File: config.mk
export PLATFORM = sky130hd
export DESIGN_NAME = pds_ctrl
export DESIGN_NICKNAME = d
export VERILOG_FILES = /design/src/hdl/pds_pkg.sv /design/src/hdl/pds_ctrl.sv
export SDC_FILE = /design/constraint.sdc
export NUM_CORES = 1
export LEC_CHECK = 0
export BUFFER_PORTS_ARGS = -buffer_cell sky130_fd_sc_hd__buf_2
export CAP_MARGIN = 20
export CORE_ASPECT_RATIO = 2
export CORE_MARGIN = 2
export CORE_UTILIZATION = 59
export CTS_BUF_LIST = sky130_fd_sc_hd__clkbuf_4 sky130_fd_sc_hd__clkbuf_8 sky130_fd_sc_hd__clkbuf_16
export DETAILED_ROUTE_END_ITERATION = 10
export PLACE_DENSITY_LB_ADDON = 0.2
export SLEW_MARGIN = 0
export SYNTH_ARGS = -nofsm -noshare
export SYNTH_HDL_FRONTEND = slang
export SYNTH_SLANG_ARGS = --single-unit
File: constraint.sdc
create_clock -name clk -period 2.3 [get_ports clk]
set_clock_uncertainty 0.05 [all_clocks]
set_input_delay 0 -clock clk [delete_from_list [all_inputs] [get_ports clk]]
set_output_delay 0 -clock clk [all_outputs]
set_load 0.03 [all_outputs]
File: src/hdl/pds_pkg.sv
// shared types, constants and helpers for the plate deflection series block
`timescale 1ns / 1ps

package pds_pkg;

  localparam int MAX_TERMS = 16;
  localparam int FRAC_BITS = 16;
  localparam int ACC_BITS  = 48;

  localparam int IDX_W = (MAX_TERMS > 1) ? $clog2(MAX_TERMS) : 1;
  localparam int PQ_W  = IDX_W + 1;
  localparam int MAG_W = FRAC_BITS + 1;

  // radix-16 restoring divider on a padded dividend
  localparam int DIV_BITS  = 4;
  localparam int DIV_STEPS = (ACC_BITS + 1 + DIV_BITS - 1) / DIV_BITS;
  localparam int DVD_W     = DIV_STEPS * DIV_BITS;
  localparam int SUM_W     = ACC_BITS + 2;

  localparam logic [31:0] SIN_C1 = 32'd1686629713;
  localparam logic [31:0] SIN_C3 = 32'd693598668;
  localparam logic [31:0] SIN_C5 = 32'd85569306;
  localparam logic [31:0] SIN_C7 = 32'd5026995;
  localparam logic [31:0] SIN_C9 = 32'd172272;

  localparam logic [1:0] REG_AMPLITUDE  = 2'd0;
  localparam logic [1:0] REG_HALF_THICK = 2'd1;
  localparam logic [1:0] REG_TERM_COUNT = 2'd2;

  typedef enum logic [3:0] {
    OP_NONE, OP_LOAD, OP_PHASE, OP_ZSQ, OP_POLY, OP_SINE, OP_TMUL,
    OP_TSQ, OP_TDEN, OP_DIV, OP_TACC, OP_ABS, OP_SCALE, OP_OUT
  } dp_op_t;

  typedef enum logic [3:0] {
    ST_IDLE, ST_PH, ST_Z2, ST_POLY, ST_SFIN, ST_TA, ST_TB, ST_TC,
    ST_DIV, ST_TACC, ST_O1, ST_O2, ST_O3
  } state_t;

  typedef struct packed {
    dp_op_t          op;
    logic            sel_v;
    logic [IDX_W-1:0] idx;
    logic [PQ_W-1:0] p;
    logic [PQ_W-1:0] q;
    logic [1:0]      hs;
  } dp_cmd_t;

  // horner coefficient for polynomial step hs
  function automatic logic [31:0] sin_coef(input logic [1:0] hs);
    logic [31:0] c;
    case (hs)
      2'd0:    c = SIN_C7;
      2'd1:    c = SIN_C5;
      2'd2:    c = SIN_C3;
      default: c = SIN_C1;
    endcase
    return c;
  endfunction

endpackage

File: src/hdl/pds_ctrl.sv
// sequencer for the plate deflection series: sines, terms and output steps
`timescale 1ns / 1ps

module pds_ctrl (
  input  logic                   clk,
  input  logic                   rst,
  input  logic                   start,
  input  logic [4:0]             term_count,
  output logic                   busy,
  output pds_pkg::dp_cmd_t       cmd
);

  pds_pkg::state_t state, state_next;
  logic [pds_pkg::IDX_W-1:0] m, m_next, n, n_next, last, last_next;
  logic                      phase_v, phase_v_next;
  logic [1:0]                hs, hs_next;
  logic [3:0]                dcnt, dcnt_next;

  always_ff @(posedge clk) begin
    if (rst) begin
      state   <= pds_pkg::ST_IDLE;
      m       <= '0;
      n       <= '0;
      last    <= '0;
      phase_v <= 1'b0;
      hs      <= '0;
      dcnt    <= '0;
    end else begin
      state   <= state_next;
      m       <= m_next;
      n       <= n_next;
      last    <= last_next;
      phase_v <= phase_v_next;
      hs      <= hs_next;
      dcnt    <= dcnt_next;
    end
  end

  always_comb begin
    state_next   = state;
    m_next       = m;
    n_next       = n;
    last_next    = last;
    phase_v_next = phase_v;
    hs_next      = hs;
    dcnt_next    = dcnt;
    cmd.op       = pds_pkg::OP_NONE;
    cmd.sel_v    = phase_v;
    cmd.idx      = n;
    cmd.p        = {m, 1'b1};
    cmd.q        = {n, 1'b1};
    cmd.hs       = hs;
    busy         = (state != pds_pkg::ST_IDLE);
    case (state)
      pds_pkg::ST_IDLE: begin
        if (start) begin
          cmd.op = pds_pkg::OP_LOAD;
          // zero terms means one, above the maximum saturates
          if (term_count == 5'd0)
            last_next = '0;
          else if (term_count > 5'(pds_pkg::MAX_TERMS))
            last_next = pds_pkg::IDX_W'(pds_pkg::MAX_TERMS - 1);
          else
            last_next = pds_pkg::IDX_W'(term_count - 5'd1);
          m_next       = '0;
          n_next       = '0;
          phase_v_next = 1'b1;
          state_next   = pds_pkg::ST_PH;
        end
      end
      pds_pkg::ST_PH: begin
        cmd.op     = pds_pkg::OP_PHASE;
        state_next = pds_pkg::ST_Z2;
      end
      pds_pkg::ST_Z2: begin
        cmd.op     = pds_pkg::OP_ZSQ;
        hs_next    = '0;
        state_next = pds_pkg::ST_POLY;
      end
      pds_pkg::ST_POLY: begin
        cmd.op  = pds_pkg::OP_POLY;
        hs_next = hs + 2'd1;
        if (hs == 2'd3) state_next = pds_pkg::ST_SFIN;
      end
      pds_pkg::ST_SFIN: begin
        cmd.op = pds_pkg::OP_SINE;
        if (phase_v) begin
          if (n == last) begin
            n_next       = '0;
            phase_v_next = 1'b0;
          end else begin
            n_next = n + 1'b1;
          end
          state_next = pds_pkg::ST_PH;
        end else begin
          n_next     = '0;
          state_next = pds_pkg::ST_TA;
        end
      end
      pds_pkg::ST_TA: begin
        cmd.op     = pds_pkg::OP_TMUL;
        state_next = pds_pkg::ST_TB;
      end
      pds_pkg::ST_TB: begin
        cmd.op     = pds_pkg::OP_TSQ;
        state_next = pds_pkg::ST_TC;
      end
      pds_pkg::ST_TC: begin
        cmd.op     = pds_pkg::OP_TDEN;
        dcnt_next  = '0;
        state_next = pds_pkg::ST_DIV;
      end
      pds_pkg::ST_DIV: begin
        cmd.op    = pds_pkg::OP_DIV;
        dcnt_next = dcnt + 4'd1;
        if (dcnt == 4'(pds_pkg::DIV_STEPS - 1)) state_next = pds_pkg::ST_TACC;
      end
      pds_pkg::ST_TACC: begin
        cmd.op = pds_pkg::OP_TACC;
        if (n == last) begin
          n_next = '0;
          if (m == last) begin
            state_next = pds_pkg::ST_O1;
          end else begin
            m_next     = m + 1'b1;
            state_next = pds_pkg::ST_PH;
          end
        end else begin
          n_next     = n + 1'b1;
          state_next = pds_pkg::ST_TA;
        end
      end
      pds_pkg::ST_O1: begin
        cmd.op     = pds_pkg::OP_ABS;
        state_next = pds_pkg::ST_O2;
      end
      pds_pkg::ST_O2: begin
        cmd.op     = pds_pkg::OP_SCALE;
        state_next = pds_pkg::ST_O3;
      end
      pds_pkg::ST_O3: begin
        cmd.op     = pds_pkg::OP_OUT;
        state_next = pds_pkg::ST_IDLE;
      end
      default: state_next = pds_pkg::ST_IDLE;
    endcase
  end

endmodule

==> impl_metrics.json, run 1 <==
{
  "run_status": "complete, no violations",
  "cts_post_setup_buffers_inserted": 0,
  "drv_cap": 0,
  "cts.root.buffer_cell": "sky130_fd_sc_hd__clkbuf_8",
  "synthTopCellsByArea": "sky130_fd_sc_hd__dfxtp_1 (29%), sky130_fd_sc_hd__xnor2_1 (7.1%), sky130_fd_sc_hd__a21oi_1 (5.9%)",
  "cts_buffers": 3,
  "seq_total_area_yosys": 0.286,
  "post-synth-top-area-fraction": 0.286,
  "synth.ff_latch_count": 23,
  "fp.dieArea_sq_mm": 0.00318,
  "dr_total_vias": 1373,
  "number_of_iterations_in_the_first_detailed_routing_pass": 4,
  "report.final.slew_viol_count": 0,
  "detail_route.wl_per_cell_um": 13.8,
  "timing.critical_path.cells": "nand2_1 -> nor3b_2 -> a21o_1 -> buf_2",
  "synth_top_family_by_area": "simple AND/OR/NAND/NOR gates",
  "max_root_sink_buffers": 2,
  "yosys_warnings": 0,
  "pin_count": 30,
  "layout-drive-gt1-share": 0.234,
  "setup_violations": 0,
  "worstPathArrival_ns": 1.91,
  "synth.cell_area_sq_mm": 0.00161,
  "timing.final.crit_period_ns": 1.96,
  "worstReg2RegStart": "state[0]",
  "synth_area_leader_cell": "sky130_fd_sc_hd__dfxtp_1",
  "globalRouteMet2Util": 0.377,
  "gp_routability_congestion": 0.748,
  "syn-mean-instance-area_sq_um": 8.42,
  "ys.flop_type": "sky130_fd_sc_hd__dfxtp_1",
  "dp_cells": 233,
  "grt_start_max_net_pins": 21,
  "rows": 26,
  "start_kind": "flop",
  "route.detailed.vias_per_inst": 5.79,
  "hold_violations": 0,
  "setup.worst_path.class": "reg2out",
  "max_stage_delay_ns": 0.76,
  "grt_pass1_wl_mm": 5.29,
  "postSynthCellCount": 191,
  "nets": 224,
  "worst_slew_margin_rel": 0.555,
  "final-instance-count-excl-fill": 237,
  "postPlaceCellArea_sq_mm": 0.00169,
  "worst_hold_startpoint": "term_count[3]",
  "cts.repair.resized": 0,
  "worst_reg2reg_path_length_in_cells": 5,
  "drc": 0,
  "synth_compound_area_frac": 0.209,
  "first_drt_iteration_drcs": 23,
  "portBuffers": 27,
  "h_tree_lvl_count": 1,
  "critical_path.endpoint_type": "output pin",
  "ys_async_sr_fraction": 0,
  "worst_hold_path_type": "in2reg",
  "largest_fanout_of_any_net_on_the_critical_path": 15,
  "core_area_sq_mm": 0.00257,
  "fp.dieW_um": 40.9,
  "flow.area_growth_from_synthesis_pct": 8.25,
  "clk_transition_reported_paths_ns": 0.08,
  "synth.distinct_cells": 53,
  "use_met3": 0.0314,
  "hold-path-endpoint": "last[2]",
  "clock_tree_from_tritoncts": "built",
  "muxShareOfSynthArea": 0.0195,
  "antenna_cells_inserted": 0,
  "share_of_the_clock_period_used_by_the_worst_path_after_layout": 0.853,
  "synth_commonest_cells": "sky130_fd_sc_hd__dfxtp_1 (23), sky130_fd_sc_hd__a21oi_1 (19), sky130_fd_sc_hd__nor2_1 (18), sky130_fd_sc_hd__xnor2_1 (13), sky130_fd_sc_hd__nor3_1 (12)",
  "global_route.usage.total": 0.227,
  "globalRouteMet1Util": 0.270,
  "setup-tns-final_ns": 0,
  "finish.instance_area_sq_mm": 0.00174,
  "rr_endpoint": "n[3]",
  "min_delay_path_depth": 3,
  "half_perimeter_wire_length_after_placement_mm": 2.52,
  "drt-total-wl_mm": 3.28,
  "synthAdderAreaFrac": 0.0529,
  "fmaxAchievable_mhz": 509,
  "timing.critical_path.slowest_stage_cell": "sky130_fd_sc_hd__dfxtp_1",
  "unrepaired_setup_endpoints_after_global_routing": "no",
  "clkLatencyLatePin_ns": 0.26,
  "busiest_layer": "met2",
  "setup_slack_of_the_worst_register_to_register_path_ns": 0.39,
  "globalRouteOverflowTotal": 0,
  "post_synth_and_or_nand_nor_area_fraction": 0.265,
  "initial_utilization": 0.626,
  "power.leakage_nw": 0.696,
  "synth_enable_flop_cells": 0,
  "antenna_found_initial": 0,
  "ir_worst_vdd_v": 0.000665,
  "post-synth-top-count-cell": "sky130_fd_sc_hd__dfxtp_1",
  "antenna_violating_nets_post_route": 0,
  "die_h_um": 77.8,
  "grt_pass1_vias": 1231,
  "synthXorXnorAreaFrac": 0.0763,
  "power.density_mw_per_mm2": 1120,
  "holdBufCountCts": 0,
  "required_time_at_the_endpoint_of_the_critical_path_ns": 2.25,
  "worst_pin_slew_ns": 0.667,
  "clock-sinks": 23
}
-- registers in the layout, indices dropped and copies added, names as in the netlist --
name,flops
state,4
hs,2
n,4
last,4
dcnt,4
phase_v,1
m,4
-- worst max-delay path: cells and delay by family (launching register included) --
family,cells,cell delay (ns)
flip-flops,1,0.76
AO/OA/AOI/OAI,1,0.12
buffers and inverters,1,0.18
AND/OR/NAND/NOR,2,0.59
-- stage by stage --
stage	hold WS [ns]	setup slack, ns	util	power, W
after detailed placement	0.324	0.433	0.658	0.00169
final	0.0561	0.337	0.677	0.00195
after floorplan	0.151	0.713	-	0.00151
after global placement	0.308	0.506	0.658	0.00166
after CTS	0.0403	0.320	0.677	0.00196
after global routing	0.0802	0.234	0.677	0.00210
-- cell families after synthesis --
kind of cell    after synthesis
other cells                   1
simple gates                 71
buf+inv                      25
mux                           3
flops                        23
xor+xnor                     14
compound gates               47
fa+ha+maj                     7
-- metal layers --
metal	vias up	wire [um]	part of all wire
li1	703	-	-
met4	0	85	0.026
met5	-	0	0
met2	26	1780	0.54
met3	8	74	0.023
met1	636	1340	0.41
-- cell type report --
cell class | count | area, sq um
Tap cell | 28 | 35.0
Sequential cell | 23 | 460
Inverter | 8 | 30.0
Timing Repair Buffer | 30 | 158
Multi-Input combinational cell | 144 | 1010
Clock buffer | 4 | 48.8
Fill cell | 217 | 830
-- cells in the final DEF (no fill, tap or decap), drive strengths merged, types with 2 or more instances in the layout --
master  instances
buf            30
dfxtp          23
a21oi          20
nor2           19
xnor2          13
nor3           12
o21ai           9
nand2           9
inv             8
nand2b          7
ha              6
nand4           5
clkbuf          4
nand3           3
nand3b          3
a211oi          3
nor3b           3
or2             3
mux2i           2
conb            2
a31o            2
-- worst max path at each step --
stage                  start  endpoint  slack (ns)
global placement    state[0]      m[2]        0.51
global route        state[0]   cmd[20]        0.23
detailed placement  state[0]      m[2]        0.43
finish              state[0]   cmd[20]        0.34
CTS                 state[0]   cmd[20]        0.32
floorplan               n[0]      m[3]        0.71
-- power breakdown --
| part | switching (W) | internal [W] | leakage (nW) |
|---|---|---|---|
| logic | 0.000643 | 0.000410 | 0.482 |
| clock network | 0.000125 | 0.000135 | 0.0262 |
| registers | 0.000158 | 0.000476 | 0.187 |
Note: power is estimated with default switching activity, not from simulation.
==> run 2, diff against run 1 <==
- CORE_UTILIZATION: 59 -> 55
==> impl_metrics.json, run 2 (synthesis results as in run 1) <==
{
  "dr_total_vias": 1379,
  "worstReg2RegStart": "state[2]",
  "setup-tns-final_ns": 0,
  "cell_internal_pwr_w": 0.00100,
  "wirelength_met1_mm": 1.33,
  "holdBufCountCts": 0,
  "grt_pass1_wl_mm": 5.50,
  "gp_routability_congestion": 0.791,
  "timing.final.crit_period_ns": 2.00,
  "die_h_um": 80.5,
  "first_drt_iteration_drcs": 12,
  "critical_path.endpoint_type": "output pin",
  "hold_violations": 0,
  "portBuffers": 27,
  "postPlaceCellArea_sq_mm": 0.00169,
  "antenna_violating_nets_post_route": 0,
  "drc": 0,
  "flow.area_growth_from_synthesis_pct": 7.70,
  "highest-signal-layer": "met4",
  "finish.instance_area_sq_mm": 0.00173,
  "number_of_iterations_in_the_first_detailed_routing_pass": 4,
  "layout_common_cells": "sky130_fd_sc_hd__buf_2 (27), sky130_fd_sc_hd__dfxtp_1 (23), sky130_fd_sc_hd__a21oi_1 (19)",
  "switching_share": 0.479,
  "grt_pass1_vias": 1343,
  "nets": 223,
  "worst_hold_slack_ns": 0.0554,
  "report.final.slew_viol_count": 0,
  "pre_cts_ws_ns": 0.399,
  "fp.dieArea_sq_mm": 0.00340,
  "seq_power_share": 0.338,
  "antenna_found_initial": 0,
  "met2WireLength_mm": 1.84,
  "cts.repair.resized": 0,
  "detail_route.wl_per_cell_um": 13.8,
  "fmaxAchievable_mhz": 500,
  "largest_fanout_of_any_net_on_the_critical_path": 15,
  "min_delay_path_depth": 3,
  "start_kind": "flop",
  "hold-path-endpoint": "last[2]",
  "unrepaired_setup_endpoints_after_global_routing": "no",
  "power.net_switching_w": 0.000922,
  "worstPathArrival_ns": 1.95,
  "cts_post_setup_buffers_inserted": 0,
  "run_status": "complete, no violations",
  "drt-total-wl_mm": 3.27,
  "worst_reg2reg_path_length_in_cells": 5,
  "rows": 27,
  "rr_endpoint": "n[2]",
  "clkLatencyLatePin_ns": 0.26,
  "pin_count": 30,
  "grt_start_max_net_pins": 21,
  "worst_hold_startpoint": "term_count[3]",
  "route.met3.wl_um": 75,
  "final_common_cell": "sky130_fd_sc_hd__buf_2",
  "share_of_the_clock_period_used_by_the_worst_path_after_layout": 0.869,
  "power.density_mw_per_mm2": 1110,
  "layout-drive-gt1-share": 0.231,
  "half_perimeter_wire_length_after_placement_mm": 2.59,
  "worst_slew_margin_rel": 0.509,
  "worst_pin_slew_ns": 0.735,
  "required_time_at_the_endpoint_of_the_critical_path_ns": 2.25,
  "cts.root.buffer_cell": "sky130_fd_sc_hd__clkbuf_8",
  "clock_tree_from_tritoncts": "built",
  "core_area_sq_mm": 0.00277,
  "initial_utilization": 0.580,
  "route.detailed.vias_per_inst": 5.82,
  "worst_hold_path_type": "in2reg",
  "clkPwrFrac": 0.127,
  "final_util": 0.625,
  "setup.worst_path.class": "reg2out",
  "antenna_cells_inserted": 0,
  "timing.final.ws_setup_ns": 0.300,
  "comb_pwr_share": 0.534,
  "fp.dieW_um": 42.2,
  "clk_transition_reported_paths_ns": 0.08,
  "ir_worst_vdd_v": 0.000729,
  "globalRouteOverflowTotal": 0,
  "max_root_sink_buffers": 2,
  "drv_cap": 0,
  "h_tree_lvl_count": 1,
  "clock-sinks": 23,
  "cts_buffers": 3,
  "global_route.usage.total": 0.199,
  "setup_slack_of_the_worst_register_to_register_path_ns": 0.37,
  "setup_violations": 0,
  "power.leakage_nw": 0.689
}
[run 2: changes by cell type in the layout (fill, tap and decap cells not counted), sizes merged]
cell    previous run  this run
buf               30        29
clkbuf             4         3
clkinv             0         1
[run 2: worst max-delay path, stage by stage, from the launching register on]
cell                      delay (ns)
sky130_fd_sc_hd__dfxtp_1        0.78
sky130_fd_sc_hd__nand2_1        0.22
sky130_fd_sc_hd__nor3b_2        0.38
sky130_fd_sc_hd__a21o_1         0.12
sky130_fd_sc_hd__buf_2          0.19
[run 2: layer usage]
metal	vias to the layer above	track usage
met5	-	0
met4	0	0.0469
met3	2	0.0270
met2	19	0.391
met1	651	0.214
li1	707	-
[run 2: metrics by stage]
| stage | power, W | std cells |
|---|---|---|
| 6_report | 0.00192 | 237 |
| 5_1_grt | 0.00205 | 237 |
| 4_1_cts | 0.00194 | 237 |
| 3_5_place_dp | 0.00169 | 233 |
| 3_3_place_gp | 0.00166 | 233 |
| 2_1_floorplan | 0.00151 | 192 |
[run 2: final cells by class]
class,instances,area (sq um)
Sequential cell,23,460
Multi-Input combinational cell,144,1010
Timing Repair Buffer,29,150
Tap cell,29,36.3
Fill cell,251,1040
Clock inverter,1,5.00
Clock buffer,3,41.3
Inverter,8,30.0
[run 2: worst max-delay path by stage]
stage	slack, ns	depth (start not counted)	endpoint	start
6_report	0.30	4	cmd[20]	state[0]
5_1_grt	0.17	4	cmd[20]	state[0]
4_1_cts	0.31	4	cmd[20]	state[0]
3_5_place_dp	0.40	4	m[2]	state[2]
3_3_place_gp	0.46	4	m[2]	state[2]
2_1_floorplan	0.71	5	m[3]	n[0]
[run 2: power by group through the flow]
stage          registers [W]  logic (W)  clock network, W
2_1_floorplan       0.000640   0.000869                 0
3_3_place_gp        0.000654    0.00101                 0
3_5_place_dp        0.000656    0.00103                 0
4_1_cts             0.000646    0.00104          0.000253
5_1_grt             0.000665    0.00112          0.000267
6_report            0.000651    0.00103          0.000245
